--- config.mk ---
export PLATFORM = sky130hd
export DESIGN_NAME = swmm_cell
export DESIGN_NICKNAME = d
export VERILOG_FILES = /design/src/rtl/sliding_window_min_max_mean_top_macros.svh /design/src/rtl/swmm_pkg.sv /design/src/rtl/swmm_cell.sv
export SDC_FILE = /design/constraint.sdc
export NUM_CORES = 1
export LEC_CHECK = 0
export ABC_AREA = 1
export BUFFER_PORTS_ARGS = -buffer_cell sky130_fd_sc_hd__buf_2
export CAP_MARGIN = 10
export CORE_ASPECT_RATIO = 2
export CORE_MARGIN = 2
export CORE_UTILIZATION = 37
export DETAILED_ROUTE_END_ITERATION = 10
export HOLD_SLACK_MARGIN = 0.15
export PLACE_DENSITY = 0.81
export SETUP_SLACK_MARGIN = 0.02
export SLEW_MARGIN = 0
export SYNTH_ARGS = -nofsm -noshare
export SYNTH_HDL_FRONTEND = slang
export SYNTH_SLANG_ARGS = --single-unit
export TNS_END_PERCENT = 10
--- constraint.sdc ---
create_clock -name clk -period 0.9 [get_ports clk]
set_input_delay 0.09 -clock clk [delete_from_list [all_inputs] [get_ports clk]]
set_output_delay 0.09 -clock clk [all_outputs]
set_load 0.03 [all_outputs]
--- src/rtl/sliding_window_min_max_mean_top_macros.svh ---
// Assertion macros shared by the sliding window statistics RTL.
`ifndef SLIDING_WINDOW_MIN_MAX_MEAN_TOP_MACROS_SVH
`define SLIDING_WINDOW_MIN_MAX_MEAN_TOP_MACROS_SVH

// Same-cycle implication, checked at every rising edge outside reset.
`define SWMM_ASSERT_NOW(lbl, clk, rst_n, ante, cons, msg) \
	lbl: assert property (@(posedge clk) disable iff (!rst_n) (ante) |-> (cons)) \
		else $error(msg);

// Next-cycle implication, checked at every rising edge outside reset.
`define SWMM_ASSERT_NEXT(lbl, clk, rst_n, ante, cons, msg) \
	lbl: assert property (@(posedge clk) disable iff (!rst_n) (ante) |=> (cons)) \
		else $error(msg);

`endif

--- src/rtl/swmm_pkg.sv ---
// Shared types and constants for the sliding window statistics block.
package swmm_pkg;

	localparam int DATA_W         = 16;
	localparam int LEN_W          = 9;
	localparam int ADDR_W         = 3;
	localparam int PDATA_W        = 32;
	localparam int MAX_WINDOW_DEF = 256;

	localparam logic [LEN_W-1:0] LEN_RESET = 9'd16;

	// Register index, taken from paddr above the byte offset.
	localparam logic [ADDR_W-3:0] REG_WINDOW_LENGTH = 1'b0;

	localparam logic signed [DATA_W-1:0] DATA_MAX = 16'sh7FFF;
	localparam logic signed [DATA_W-1:0] DATA_MIN = 16'sh8000;

	typedef enum logic [2:0] {
		ST_IDLE,
		ST_SCAN,
		ST_START,
		ST_DIV,
		ST_OUT
	} swmm_state_t;

	typedef struct packed {
		logic shift;
		logic rotate;
		logic wrap;
	} cell_ctl_t;

endpackage

--- src/rtl/swmm_cell.sv ---
// One sample cell of the window line: shifts on a new beat, rotates during a scan.
module swmm_cell (
	input  logic                                  clk,
	input  swmm_pkg::cell_ctl_t                   ctl,
	input  logic signed [swmm_pkg::DATA_W-1:0]    prev_val,
	input  logic signed [swmm_pkg::DATA_W-1:0]    next_val,
	input  logic signed [swmm_pkg::DATA_W-1:0]    head_val,
	output logic signed [swmm_pkg::DATA_W-1:0]    val
);
	import swmm_pkg::*;

	logic signed [DATA_W-1:0] val_q;

	always_ff @(posedge clk) begin
		if (ctl.shift) begin
			val_q <= prev_val;
		end else if (ctl.rotate) begin
			// the last active cell closes the ring back to the head
			val_q <= ctl.wrap ? head_val : next_val;
		end
	end

	assign val = val_q;

endmodule

==> qor.yml <==
global_route:
  grt_pass1_vias: 1124
  grt_pass1_wl_um: 4519
  track_usage_pct: 20.54
  grt_max_degree: 17
  grt-ovfl-total: 0
  antenna_found_initial: 0
setup_path:
  worstSetupPathType: "reg2out"
  cp-start-kind: "flop"
  path_depth: 1
  slowest_stage: "edfxtp_1"
  cp.required_ps: 810
  cp_cell_sequence: "buf_2"
  critPathBufInv: 1
  critPathTopFamily: "flip-flops"
  crit_arrival_ps: 800
  slowest_delay_ps: 370
  crit_path_end_kind: "primary output"
  cp_max_fo: 1
placed_design:
  portBuffers: 67
  dp_slack_ps: 36.11
  finalWeightedCongestion: 0.7809
  place_hpwl_um: 1950
  place_area_sq_um: 1350
  placed_cells: 231
drt:
  detail_route.wl_per_cell_um: 11.10
  routed_via_density: 4.498
  routed_wl_um: 2764
  vias: 1120
  antenna_left: 0
  dr.pass1.iters: 4
  drtIter0Drc: 13
  drcViolationCount: 0
power:
  p_leak_nw: 0.9946
  pwr-share-seq_pct: 44.1
  ir_drop_v: 0.0006898
  p_int_mw: 1.527
  clkPwrFrac_pct: 23.9
  total_power_mw: 2.163
  p_sw_mw: 0.6359
  power_density_nw_per_um2: 1339
  power_frac_comb_pct: 31.9
  p_sw_share_pct: 29.40
clock_network:
  cts_buffers: 3
  cts_sinks: 16
  cts-root-buf: "clkbuf_8"
  htreeDepth: 1
  path_clk_slew_ps: 60
  clock_path_buffers: 2
  cts_tree: "built"
finish:
  largest_reg_flops: 16
  fin_nets: 275
  diodes: 0
  area_delta_synth_final_pct: 62.59
  nFillCells: 258
  final_util_pct: 62.85
  ff_latch_area_sq_um: 480.5
  multi_input_area_sq_um: 339.1
  instances_no_fill: 249
  final_cell_area_sq_um: 1615
  drive_above_1_share_pct: 36.65
yosys:
  synth_compound_area_share_pct: 0
  yosysWarnings: 0
  synth-async-reset-ratio_pct: 0
  syn-num-nets: 189
  synth_xor_area_share_pct: 0
  synth_top_family_by_area: "simple AND/OR/NAND/NOR gates"
  ys_types: 9
  synth_top_cell_by_area: "edfxtp_1"
  syn_area_sq_um: 993.5
  synth_common_cells: "64 x nand2_1, 32 x inv_1, 16 x edfxtp_1, 16 x nand3_1, 3 x buf_6"
  synthFlopType: "edfxtp_1"
  synthAdderAreaFrac_pct: 0
  synthMuxAreaShare_pct: 0
  syn_inst: 137
  synth-simple-area-share_pct: 32.87
  yosysMostFrequentCell: "nand2_1"
  syn-mean-instance-area_sq_um: 7.251
  ys_ff_latch: 16
  netlist.area_leader.share_pct: 48.36
  synth_edf_count: 16
  yosysSeqAreaShare_pct: 48.36
  yosys-top-cells-area: "edfxtp_1 48%, nand2_1 24%, inv_1 12%, nand3_1 8.1%, buf_6 3.4%"
floorplan:
  coreArea_sq_um: 2570
  dieArea_sq_um: 3141
  dieWidth_um: 40.64
  die_y_um: 77.28
  rows: 26
  floorplan.initialDensity_pct: 38.66
  io_pins: 68
run_status:
  status: "finished clean"
sta:
  period_share_pct: 99.12
  relSlewSlack_pct: 85.77
  worst_pin_slew_ps: 213.4
  setup_tns_ps: 0
  hold_ws_ps: 209.4
  fmax_mhz: 1121
  finalSetupViolations: 0
  final_max_slew_viol_count: 0
  rsz0062_at_grt: "true"
  final.setup.worst_slack_ps: 7.913
  finalHoldViolations: 0
  fin_crit_ps: 892.1
min_path:
  hold_class: "in2reg"
  min_from: "next_val[15]"
  min_to: "val[15]$_DFFE_PP_"
  whs_path_depth: 5
job:
  maxCapViolCount: 0
[worst max-delay path by stage]
stage                        endpoint  slack, ps         startpoint
finish                         val[8]          8   val[8]$_DFFE_PP_
global route                   val[8]        -20   val[8]$_DFFE_PP_
CTS                           val[12]          8  val[12]$_DFFE_PP_
detailed placement  val[13]$_DFFE_PP_         40             ctl[0]
global placement    val[13]$_DFFE_PP_         40             ctl[0]
floorplan            val[0]$_DFFE_PP_         80             ctl[2]
[power by group through the flow]
stage | registers [mW] | clock network [mW] | logic [mW]
floorplan | 1.15 | 0 | 0.183
global placement | 0.962 | 0 | 0.572
detailed placement | 0.962 | 0 | 0.584
CTS | 0.951 | 0.517 | 0.661
global route | 0.966 | 0.540 | 0.757
finish | 0.954 | 0.518 | 0.691
[kinds of logic (layout without fill, tap and decap cells)]
| kind of cell | count (synthesis) | after routing |
|---|---|---|
| flip-flops | 16 | 16 |
| buffers and inverters | 40 | 124 |
| AND/OR/NAND/NOR | 81 | 81 |
[what timing repair did]
item                                    in CTS  in global routing
pin swaps                                    0                  3
buffers inserted                             0                  0
hold endpoints to repair                    16                  0
resized for setup                            7                 20
endpoints found under the setup margin       6                 24
hold buffers                                16                  0
[final cells by class]
class	instances	share of cell area, %
Inverter	34	8.211
Timing Repair Buffer	87	36.33
Sequential cell	16	29.74
Multi-Input combinational cell	81	20.99
Tap cell	28	2.169
Clock buffer	3	2.556
[worst min-delay path, stage by stage]
cell and delay (ps):
buf_2 70, inv_1 30, nand2_1 50, nand3_1 60, nand2_1 50
[cells in the final DEF, fill, tap and decap left out]
cell type,n
buf_6,7
nand2_2,4
dlygate4sd3_1,10
clkbuf_8,3
dlymetal6s4s_1,6
buf_4,5
nand3_1,16
inv_1,32
or2_4,1
edfxtp_1,16
nand2_1,60
buf_2,59
inv_4,2
[layer usage]
| layer | track usage, % | part of all wire (%) | vias up |
|---|---|---|---|
| li1 | - | - | 575 |
| met1 | 21.13 | 35 | 488 |
| met2 | 36.98 | 58 | 49 |
| met3 | 2.312 | 4.8 | 8 |
| met4 | 9.000 | 2.5 | 0 |
| met5 | 0 | 0 | - |
(Power assumes the default switching activity.)
