`config.mk`:
```
export PLATFORM = sky130hd
export DESIGN_NAME = swmm_div
export DESIGN_NICKNAME = d
export VERILOG_FILES = /design/src/rtl/sliding_window_min_max_mean_top_macros.svh /design/src/rtl/swmm_pkg.sv /design/src/rtl/swmm_div.sv
export SDC_FILE = /design/constraint.sdc
export NUM_CORES = 1
export LEC_CHECK = 0
export BUFFER_PORTS_ARGS = -buffer_cell sky130_fd_sc_hd__buf_4
export CAP_MARGIN = 20
export CORE_ASPECT_RATIO = 1.75
export CORE_MARGIN = 2
export CORE_UTILIZATION = 50
export CTS_CLUSTER_DIAMETER = 200
export DETAILED_ROUTE_END_ITERATION = 16
export PLACE_DENSITY = 0.71
export REMOVE_ABC_BUFFERS = 1
export SYNTH_ARGS = -nofsm -noshare
export SYNTH_HDL_FRONTEND = slang
export SYNTH_SLANG_ARGS = --single-unit
```
`constraint.sdc`:
```
create_clock -name clk -period 3.3 [get_ports clk]
set_clock_uncertainty 0.15 [all_clocks]
set_input_delay 0.66 -clock clk [delete_from_list [all_inputs] [get_ports clk]]
set_output_delay 0.66 -clock clk [all_outputs]
set_load 0.02 [all_outputs]
```
`src/rtl/sliding_window_min_max_mean_top_macros.svh`:
```
// Assertion macros shared by the sliding window statistics RTL.
`ifndef SLIDING_WINDOW_MIN_MAX_MEAN_TOP_MACROS_SVH
`define SLIDING_WINDOW_MIN_MAX_MEAN_TOP_MACROS_SVH

// Same-cycle implication, checked at every rising edge outside reset.
`define SWMM_ASSERT_NOW(lbl, clk, rst_n, ante, cons, msg) \
	lbl: assert property (@(posedge clk) disable iff (!rst_n) (ante) |-> (cons)) \
		else $error(msg);

// Next-cycle implication, checked at every rising edge outside reset.
`define SWMM_ASSERT_NEXT(lbl, clk, rst_n, ante, cons, msg) \
	lbl: assert property (@(posedge clk) disable iff (!rst_n) (ante) |=> (cons)) \
		else $error(msg);

`endif

```
`src/rtl/swmm_pkg.sv`:
```
// Shared types and constants for the sliding window statistics block.
package swmm_pkg;

	localparam int DATA_W         = 16;
	localparam int LEN_W          = 9;
	localparam int ADDR_W         = 3;
	localparam int PDATA_W        = 32;
	localparam int MAX_WINDOW_DEF = 256;

	localparam logic [LEN_W-1:0] LEN_RESET = 9'd16;

	// Register index, taken from paddr above the byte offset.
	localparam logic [ADDR_W-3:0] REG_WINDOW_LENGTH = 1'b0;

	localparam logic signed [DATA_W-1:0] DATA_MAX = 16'sh7FFF;
	localparam logic signed [DATA_W-1:0] DATA_MIN = 16'sh8000;

	typedef enum logic [2:0] {
		ST_IDLE,
		ST_SCAN,
		ST_START,
		ST_DIV,
		ST_OUT
	} swmm_state_t;

	typedef struct packed {
		logic shift;
		logic rotate;
		logic wrap;
	} cell_ctl_t;

endpackage

```
`src/rtl/swmm_div.sv`:
```
// Restoring divider: signed dividend by unsigned divisor, one quotient bit per cycle.
module swmm_div #(
	parameter int SumW = 24,
	parameter int DenW = 9
) (
	input  logic                                  clk,
	input  logic                                  arst_n,
	input  logic                                  start,
	input  logic signed [SumW-1:0]                dividend,
	input  logic        [DenW-1:0]                divisor,
	output logic                                  busy,
	output logic signed [swmm_pkg::DATA_W-1:0]    quotient
);
	import swmm_pkg::*;

	localparam int CW = $clog2(SumW + 1);

	logic            busy_q;
	logic [CW-1:0]   cnt_q;
	logic [SumW-1:0] quo_q;
	logic [DenW-1:0] rem_q;
	logic [DenW-1:0] den_q;
	logic            neg_q;

	logic [SumW-1:0] mag;
	logic [DenW:0]   rem_sh;
	logic            ge;
	logic [DenW:0]   rem_nx;
	logic [SumW-1:0] quo_signed;

	always_comb begin
		mag    = dividend[SumW-1] ? unsigned'(-dividend) : unsigned'(dividend);
		rem_sh = {rem_q, quo_q[SumW-1]};
		ge     = rem_sh >= {1'b0, den_q};
		rem_nx = ge ? (rem_sh - {1'b0, den_q}) : rem_sh;
	end

	always_ff @(posedge clk or negedge arst_n) begin
		if (!arst_n) begin
			busy_q <= 1'b0;
			cnt_q  <= '0;
		end else if (start) begin
			busy_q <= 1'b1;
			cnt_q  <= '0;
		end else if (busy_q) begin
			cnt_q <= cnt_q + 1'b1;
			if (cnt_q == CW'(SumW - 1)) begin
				busy_q <= 1'b0;
			end
		end
	end

	always_ff @(posedge clk) begin
		if (start) begin
			quo_q <= mag;
			rem_q <= '0;
			den_q <= divisor;
			neg_q <= dividend[SumW-1];
		end else if (busy_q) begin
			quo_q <= {quo_q[SumW-2:0], ge};
			rem_q <= rem_nx[DenW-1:0];
		end
	end

	// truncation toward zero: divide the magnitude, restore the sign
	assign quo_signed = neg_q ? (~quo_q + 1'b1) : quo_q;
	assign quotient   = signed'(quo_signed[DATA_W-1:0]);
	assign busy       = busy_q;

endmodule

```
==> impl_metrics.env, run 1 <==
export IMPL_status="completed"
export IMPL_grtUsageMet3=0.03249
export IMPL_period_minus_slack_ps=3000
export IMPL_grt_pass1_wl_mm=11.18
export IMPL_die_w_um=64.95
export IMPL_die_y_um=110.7
export IMPL_p_leak_nw=1.552
export IMPL_cts_sinks=49
export IMPL_grt_total_usage=0.1983
export IMPL_htreeDepth=2
export IMPL_dieArea_um2=7188
export IMPL_synthMuxAreaShare=0.01886
export IMPL_crit_arrival_ps=2190
export IMPL_grt_pass1_vias=2418
export IMPL_busiest_layer="met2"
export IMPL_final_cell_area_um2=3747
export IMPL_synth_top_family_by_area="compound AO/OA/AOI/OAI gates"
export IMPL_end_kind="output pin"
export IMPL_diodes=0
export IMPL_initial_core_util=0.5219
export IMPL_core_area_um2=6228
export IMPL_peakVddDrop_mv=0.3105
export IMPL_startpoint_type="flip-flop"
export IMPL_setup_viol=0
export IMPL_synthDistinctLibCells=56
export IMPL_hp_class="reg -> reg"
export IMPL_crit_fanout=5
export IMPL_p_per_area_nw_per_um2=533.6
export IMPL_drtIter0Drc=146
export IMPL_dp_hpwl_mm=5.073
export IMPL_final_common_cell="buf_4"
export IMPL_drt_wirelength_per_cell_um=15.01
export IMPL_period_share=0.9091
export IMPL_yosys_area_share_simple=0.1647
export IMPL_place_area_um2=3646
export IMPL_drcViolationCount=0
export IMPL_yosysWarnings=0
export IMPL_use_met2=0.3430
export IMPL_placementRows=38
export IMPL_tightest_slew_ps=591.6
export IMPL_grt_max_degree=60
export IMPL_firstDrtPassIters=4
export IMPL_antenna_found_initial=0
export IMPL_hold_viol_final=0
export IMPL_syn_to_final_growth_pct=15.28
export IMPL_path_clk_slew_ps=100
export IMPL_worstPathRequired_ps=2490
export IMPL_root_buffer="clkbuf_8"
export IMPL_worst_setup_path_type="reg -> out"
export IMPL_wirelength_mm=6.918
export IMPL_slew_headroom=0.6056
export IMPL_synthAdderAreaFrac=0.05235
export IMPL_clock_latency_ps=310
export IMPL_slew_viol_final=0
export IMPL_rsz0062_at_grt="false"
export IMPL_cts_resized=0
export IMPL_maxCapViolCount=0
export IMPL_port_buffers=52
export IMPL_gp_congestion=0.8478
export IMPL_overflow=0
export IMPL_yosysSeqAreaShare=0.4157
export IMPL_cts_tree="done"
export IMPL_clockBufferDepth=2
export IMPL_drive_gt1_frac=0.1942
export IMPL_nets=429
export IMPL_fin_tns_setup_ps=0
export IMPL_num_io_pins=53
export IMPL_clock_fmax_ghz=0.3333
export IMPL_synth_avg_cell_area_um2=9.732
export IMPL_use_met1=0.2391
export IMPL_syn_area_um2=3251
export IMPL_synth_edf_count=34
export IMPL_vias=2545
export IMPL_synth_compound_area_frac=0.1713
export IMPL_syn_inst=334
export IMPL_antenna_left=0
export IMPL_synth_async_reset_ratio=0.1224
export IMPL_cts_made_buffers=5
export IMPL_viasPerCell=5.521
export IMPL_ys_flop_type="edfxtp_1"
export IMPL_synth_xor_area_share=0.1212
export IMPL_mostFrequentLayoutCells="55 x buf_4, 38 x nor2_1, 34 x edfxtp_1"
export IMPL_hold_slack_ps=352.3
export IMPL_ys_ff_latch=49
## metrics by stage
| stage | worst slack [ps] | std cells | total power [mW] | utilization |
|---|---|---|---|---|
| final | 300.1 | 461 | 1.999 | 0.6016 |
| after global routing | 146.6 | 461 | 2.114 | 0.6016 |
| after CTS | 310.2 | 461 | 2.010 | 0.6016 |
| after detailed placement | 468.5 | 452 | 1.631 | 0.5854 |
| after global placement | 540.9 | 452 | 1.615 | 0.5854 |
| after floorplan | 795.0 | 317 | 1.357 | - |
## final timing paths
kind	startpoint	end	slack, ps	cells past startpoint
max	quo_q[2]	quotient[13]	300	5
min	rem_q[2]	rem_q[2]	350	2
max reg2reg	quo_q[23]	rem_q[6]	550	9
min reg2reg	rem_q[2]	rem_q[2]	350	2
max in group asynchronous	arst_n	busy	2350	2
min in group asynchronous	arst_n	cnt_q[3]	540	2
## power breakdown
part | internal (mW) | leakage, nW | switching, mW
combinational | 0.357 | 1.01 | 0.429
clock | 0.167 | 0.0486 | 0.208
sequential | 0.760 | 0.494 | 0.0794
total | 1.28 | 1.55 | 0.716
## routing by layer
metal | part of all wire | up-vias
met4 | 0.022 | 0
li1 | - | 1293
met5 | 0 | -
met3 | 0.034 | 12
met2 | 0.53 | 50
met1 | 0.41 | 1190
## what timing repair did
item	CTS	global route
hold endpoints to repair	6	0
setup buffers	0	0
hold buffers	1	0
## registers in the layout, summed over array words and instances (netlist names)
signal / count
quo_q: 24
cnt_q: 5
den_q: 9
busy: 1
neg_q: 1
rem_q: 9
## synthesized netlist by cell type (all sizes together), types with 9 or more instances
cell type	count	area (um2)
o21ai	14	70.06
nand3	9	50.05
nand2	22	82.58
o31ai	14	110.1
clkbuf	12	85.08
xor2	27	236.5
xnor2	18	157.7
ha	12	150.1
inv	17	63.81
dfxtp	9	180.2
a21oi	30	150.1
nor2	38	142.6
edfxtp	34	1021
## worst max-delay path: stages (launching register included)
cell,delay [ps]
edfxtp_1,480
nor3_1,470
nand4_1,230
o41ai_1,350
xnor2_1,180
buf_4,170
## area by class of cell
class | instances | area [um2]
Fill cell | 569 | 2481
Multi-Input combinational cell | 251 | 1718
Sequential cell | 49 | 1351
Timing Repair Buffer | 56 | 422.9
Tap cell | 80 | 100.1
Clock buffer | 6 | 82.58
Inverter | 17 | 63.81
Clock inverter | 2 | 8.758
## kinds of logic after synthesis
kind of cell               count (synthesis)
muxes                                      6
xor gates and xnor gates                  45
AOI/OAI and AO/OA                         83
DFF                                       49
and+or+nand+nor                          104
adders and majority gates                 13
buffers and inverters                     34
(Power assumes the default switching activity.)
==> inputs of run 2 (changes only) <==
--- a/config.mk
+++ b/config.mk
@@ -9,10 +9,11 @@
 export CAP_MARGIN = 20
 export CORE_ASPECT_RATIO = 1.75
 export CORE_MARGIN = 2
-export CORE_UTILIZATION = 50
+export CORE_UTILIZATION = 26
 export CTS_CLUSTER_DIAMETER = 200
 export DETAILED_ROUTE_END_ITERATION = 16
-export PLACE_DENSITY = 0.71
+export GPL_ROUTABILITY_DRIVEN = 0
+export PLACE_DENSITY = 0.42
 export REMOVE_ABC_BUFFERS = 1
 export SYNTH_ARGS = -nofsm -noshare
 export SYNTH_HDL_FRONTEND = slang
==> constraint.sdc (replaced) <==
create_clock -name clk -period 3.2 [get_ports clk]
set_clock_uncertainty 0.15 [all_clocks]
set_input_delay 0.64 -clock clk [delete_from_list [all_inputs] [get_ports clk]]
set_output_delay 0.64 -clock clk [all_outputs]
set_load 0.02 [all_outputs]
==> impl_metrics.env, run 2 (synthesized netlist as in run 1, its figures left out) <==
export IMPL_root_buffer="clkbuf_16"
export IMPL_rsz0062_at_grt="false"
export IMPL_setup_viol=0
export IMPL_finalPower_mw=2.271
export IMPL_worstPathRequired_ps=2410
export IMPL_period_share=0.8989
export IMPL_drive_gt1_frac=0.1990
export IMPL_slew_headroom=0.5616
export IMPL_largest_register="quo_q"
export IMPL_slowest_stage="edfxtp_1"
export IMPL_num_io_pins=53
export IMPL_htreeDepth=2
export IMPL_mostFrequentLayoutCells="56 x buf_4, 38 x nor2_1, 34 x edfxtp_1"
export IMPL_min_path_cells=2
export IMPL_timing_rr_start="quo_q[23]"
export IMPL_wirelength_mm=8.238
export IMPL_dp_cells=541
export IMPL_crit_fanout=4
export IMPL_r2r_end="rem_q[3]"
export IMPL_stdcell_count=550
export IMPL_dp_slack_ps=375.0
export IMPL_maxCapViolCount=0
export IMPL_largest_reg_flops=24
export IMPL_peakVddDrop_mv=0.2000
export IMPL_finish_utilization=0.3180
export IMPL_overflow=0
export IMPL_tightest_slew_ps=657.6
export IMPL_cts_sinks=49
export IMPL_placementRows=54
export IMPL_layout_setup_ws_ps=323.4
export IMPL_clock_fmax_ghz=0.3476
export IMPL_antenna_found_initial=0
export IMPL_hp_class="reg -> reg"
export IMPL_die_w_um=88.53
export IMPL_grt_pass1_wl_mm=13.30
export IMPL_dieArea_um2=13450
export IMPL_worst_setup_path_type="reg -> out"
export IMPL_antenna_left=0
export IMPL_crit_path_cell_trace="inv_1 > ha_1 > nor2b_1 > nand4_1 > o31ai_1 > xnor2_1 > buf_4"
export IMPL_port_buffers=52
export IMPL_final_common_cell="buf_4"
export IMPL_hp_start="rem_q[3]"
export IMPL_cts_tree="done"
export IMPL_ff2ff_setup_slack_ps=420
export IMPL_core_area_um2=12360
export IMPL_clock_latency_ps=290
export IMPL_grt_total_usage=0.1281
export IMPL_cts_resized=0
export IMPL_crit_family="flip-flops"
export IMPL_die_y_um=151.9
export IMPL_p_leak_nw=1.589
export IMPL_initial_core_util=0.2629
export IMPL_grt_max_degree=52
export IMPL_drtIter0Drc=63
export IMPL_cts_setup_buffers=0
export IMPL_path_clk_slew_ps=70
export IMPL_dp_hpwl_mm=6.146
export IMPL_r2r_cells=9
export IMPL_firstDrtPassIters=4
export IMPL_slew_viol_final=0
export IMPL_cp_num_cells=7
export IMPL_largest_registers="quo_q (24), den_q (9), rem_q (9)"
export IMPL_crit_path_max_incr_delay_ps=460
export IMPL_p_per_area_nw_per_um2=577.7
export IMPL_viasPerCell=4.715
export IMPL_whs_endpoint="rem_q[3]"
export IMPL_grt_pass1_vias=2646
export IMPL_clockBufferDepth=2
export IMPL_status="completed"
export IMPL_syn_to_final_growth_pct=20.94
export IMPL_startpoint_type="flip-flop"
export IMPL_nets=430
export IMPL_end_kind="output pin"
export IMPL_drcViolationCount=0
export IMPL_critPathBufInv=2
export IMPL_period_minus_slack_ps=2877
export IMPL_crit_arrival_ps=2090
export IMPL_fin_tns_setup_ps=0
export IMPL_vias=2593
export IMPL_cts_made_buffers=5
export IMPL_drt_wirelength_per_cell_um=14.98
export IMPL_diodes=0
export IMPL_hold_viol_final=0
run 2: changes by cell type in the layout (fill, tap and decap cells not counted), sizes merged:
cell / change
buf: +1
clkinv: -1
clkbuf: +1
run 2: layout make-up:
type,instances,area (um2)
well taps,168,210.2
clock inverters,1,5.005
repair buffers,57,430.4
flip-flops and latches,49,1351
clock buffers,7,152.6
multi-input cells,251,1718
inverters,17,63.81
fillers,1312,8433
run 2: worst max path at each step:
stage                startpoint            to  slack, ps
floorplan             quo_q[23]      rem_q[0]        700
global placement    dividend[0]     quo_q[20]        410
detailed placement  dividend[0]     quo_q[20]        380
CTS                    quo_q[2]  quotient[15]        260
global route           quo_q[2]  quotient[15]        110
finish                 quo_q[0]  quotient[12]        320
run 2: repair_timing:
action / in CTS / in global routing
setup endpoints to repair: 0 / 0
hold buffers: 1 / 0
hold endpoints to repair: 6 / 0
run 2: worst reg2reg max path, stage by stage (launching register included):
cell and delay [ps]:
edfxtp_1 350, inv_1 80, ha_1 190, inv_1 60, fa_1 430, a21oi_1 260
a211oi_1 140, or3_1 580, mux2i_1 200, a211oi_1 260
run 2: per-stage QoR:
stage	area (um2)	hold WS, ps
after floorplan	3133	194.4
after global placement	3764	303.5
after detailed placement	3764	304.8
after CTS	3931	359.8
after global routing	3931	358.1
final	3931	364.2
run 2: per-layer routing:
layer	routed length [um]	part of all wire	global-route usage	vias to the layer above
met1	3126	0.38	0.1394	1219
met2	4586	0.56	0.2320	59
met3	275	0.033	0.02010	15
li1	-	-	-	1300
met4	250	0.030	0.06133	0
met5	0	0	0	-
run 2: where the power goes:
group          switching [mW]  internal [mW]
combinational           0.448          0.371
clock                   0.253          0.332
sequential             0.0821          0.784
total                   0.784           1.49
==> inputs of run 3 (changes only) <==
--- a/config.mk
+++ b/config.mk
@@ -14,6 +14,7 @@
 export DETAILED_ROUTE_END_ITERATION = 16
 export GPL_ROUTABILITY_DRIVEN = 0
 export PLACE_DENSITY = 0.42
+export RECOVER_POWER = 100
 export REMOVE_ABC_BUFFERS = 1
 export SYNTH_ARGS = -nofsm -noshare
 export SYNTH_HDL_FRONTEND = slang
==> impl_metrics.env, run 3 (synthesized netlist as in run 1, its figures left out) <==
export IMPL_status="completed"
export IMPL_hold_viol_final=0
export IMPL_initial_core_util=0.2629
export IMPL_hold_slack_ps=363.9
export IMPL_clockBufferDepth=2
export IMPL_grt_pass1_wl_mm=13.30
export IMPL_dp_hpwl_mm=6.146
export IMPL_slowest_stage="edfxtp_1"
export IMPL_vias=2585
export IMPL_largest_registers="quo_q (24), den_q (9), rem_q (9)"
export IMPL_viasPerCell=4.700
export IMPL_postCtsHoldBufs=1
export IMPL_cts_tree="done"
export IMPL_cts_setup_buffers=0
export IMPL_grtUsageMet3=0.02010
export IMPL_fin_tns_setup_ps=0
export IMPL_critPathBufInv=2
export IMPL_startpoint_type="flip-flop"
export IMPL_firstDrtPassIters=5
export IMPL_crit_path_cell_trace="inv_1 > ha_1 > nor2b_1 > nand4_1 > o21ai_0 > xnor2_1 > clkbuf_1"
export IMPL_rsz0062_at_grt="false"
export IMPL_root_buffer="clkbuf_16"
export IMPL_cts_resized=0
export IMPL_dieArea_um2=13450
export IMPL_place_area_um2=3764
export IMPL_p_per_area_nw_per_um2=578.2
export IMPL_antenna_found_initial=0
export IMPL_layout_setup_ws_ps=283.5
export IMPL_p_leak_nw=1.516
export IMPL_die_w_um=88.53
export IMPL_multiInputGateArea_um2=1712
export IMPL_maxCapViolCount=0
export IMPL_worstPathRequired_ps=2410
export IMPL_period_minus_slack_ps=2916
export IMPL_setup_viol=0
export IMPL_crit_path_max_incr_delay_ps=450
export IMPL_clock_latency_ps=290
export IMPL_wirelength_mm=8.187
export IMPL_peakVddDrop_mv=0.1997
export IMPL_grt_pass1_vias=2646
export IMPL_ff2ff_setup_slack_ps=410
export IMPL_nets=430
export IMPL_placementRows=54
export IMPL_drt_wirelength_per_cell_um=14.89
export IMPL_drive_gt1_frac=0.1518
export IMPL_nFillCells=1328
export IMPL_diodes=0
export IMPL_largest_reg_flops=24
export IMPL_crit_arrival_ps=2130
export IMPL_htreeDepth=2
export IMPL_regArea_um2=1351
export IMPL_clock_fmax_ghz=0.3429
export IMPL_dp_slack_ps=375.0
export IMPL_grt_max_degree=52
export IMPL_period_share=0.9114
export IMPL_busiest_layer="met2"
export IMPL_hp_class="reg -> reg"
export IMPL_grt_total_usage=0.1281
export IMPL_antenna_left=0
export IMPL_drcViolationCount=0
export IMPL_final_cell_area_um2=3856
export IMPL_path_clk_slew_ps=70
export IMPL_largest_register="quo_q"
export IMPL_crit_family="simple AND/OR/NAND/NOR gates"
export IMPL_port_buffers=52
export IMPL_overflow=0
export IMPL_final_common_cell="nor2_1"
export IMPL_end_kind="output pin"
export IMPL_slew_headroom=0.2054
export IMPL_drtIter0Drc=64
export IMPL_cts_made_buffers=5
export IMPL_use_met2=0.2320
export IMPL_die_y_um=151.9
export IMPL_cts_sinks=49
export IMPL_slew_viol_final=0
export IMPL_crit_fanout=4
export IMPL_syn_to_final_growth_pct=18.63
export IMPL_num_io_pins=53
export IMPL_tightest_slew_ps=1192
export IMPL_use_met1=0.1394
export IMPL_mostFrequentLayoutCells="38 x nor2_1, 34 x edfxtp_1, 30 x a21oi_1"
export IMPL_worst_setup_path_type="reg -> out"
export IMPL_core_area_um2=12360
## run 3: cell type report
cell class,count,share of cell area
Inverter,17,0.01655
Sequential cell,49,0.3504
Timing Repair Buffer,57,0.09377
Tap cell,168,0.05451
Clock inverter,1,0.001298
Clock buffer,7,0.03958
Multi-Input combinational cell,251,0.4439
## run 3: worst paths after layout
check                                from            to  depth (start not counted)
worst min-delay path             rem_q[3]      rem_q[3]                          2
worst max register to register  quo_q[23]      rem_q[3]                          9
worst max-delay path             quo_q[0]  quotient[14]                          7
max in group asynchronous          arst_n      cnt_q[4]                          2
worst min register to register   rem_q[3]      rem_q[3]                          2
min in group asynchronous          arst_n      cnt_q[2]                          2
## run 3: worst register-to-register path: stages, from the launching register on
cell and delay, ps:
edfxtp_1 350, inv_1 80, ha_1 190, inv_1 60
fa_1 430, a21oi_1 260, a211oi_1 140, or3_1 580
mux2i_1 200, a211oi_1 260
## run 3: per-stage QoR
step	power (mW)	instances	utilization
final	2.230	550	0.3119
after global placement	1.704	541	0.3044
after CTS	2.301	550	0.3180
after global routing	2.369	550	0.3119
after floorplan	1.399	317	-
after detailed placement	1.706	541	0.3044
## run 3: where the power goes
group,switching (mW),internal [mW]
logic,0.444,0.334
registers,0.0813,0.784
clock network,0.254,0.332
## run 3: metal layers
layer	vias to the layer above	wire (um)
met3	13	249
met1	1220	3120
met4	0	199
met2	52	4618
met5	-	0
li1	1300	-
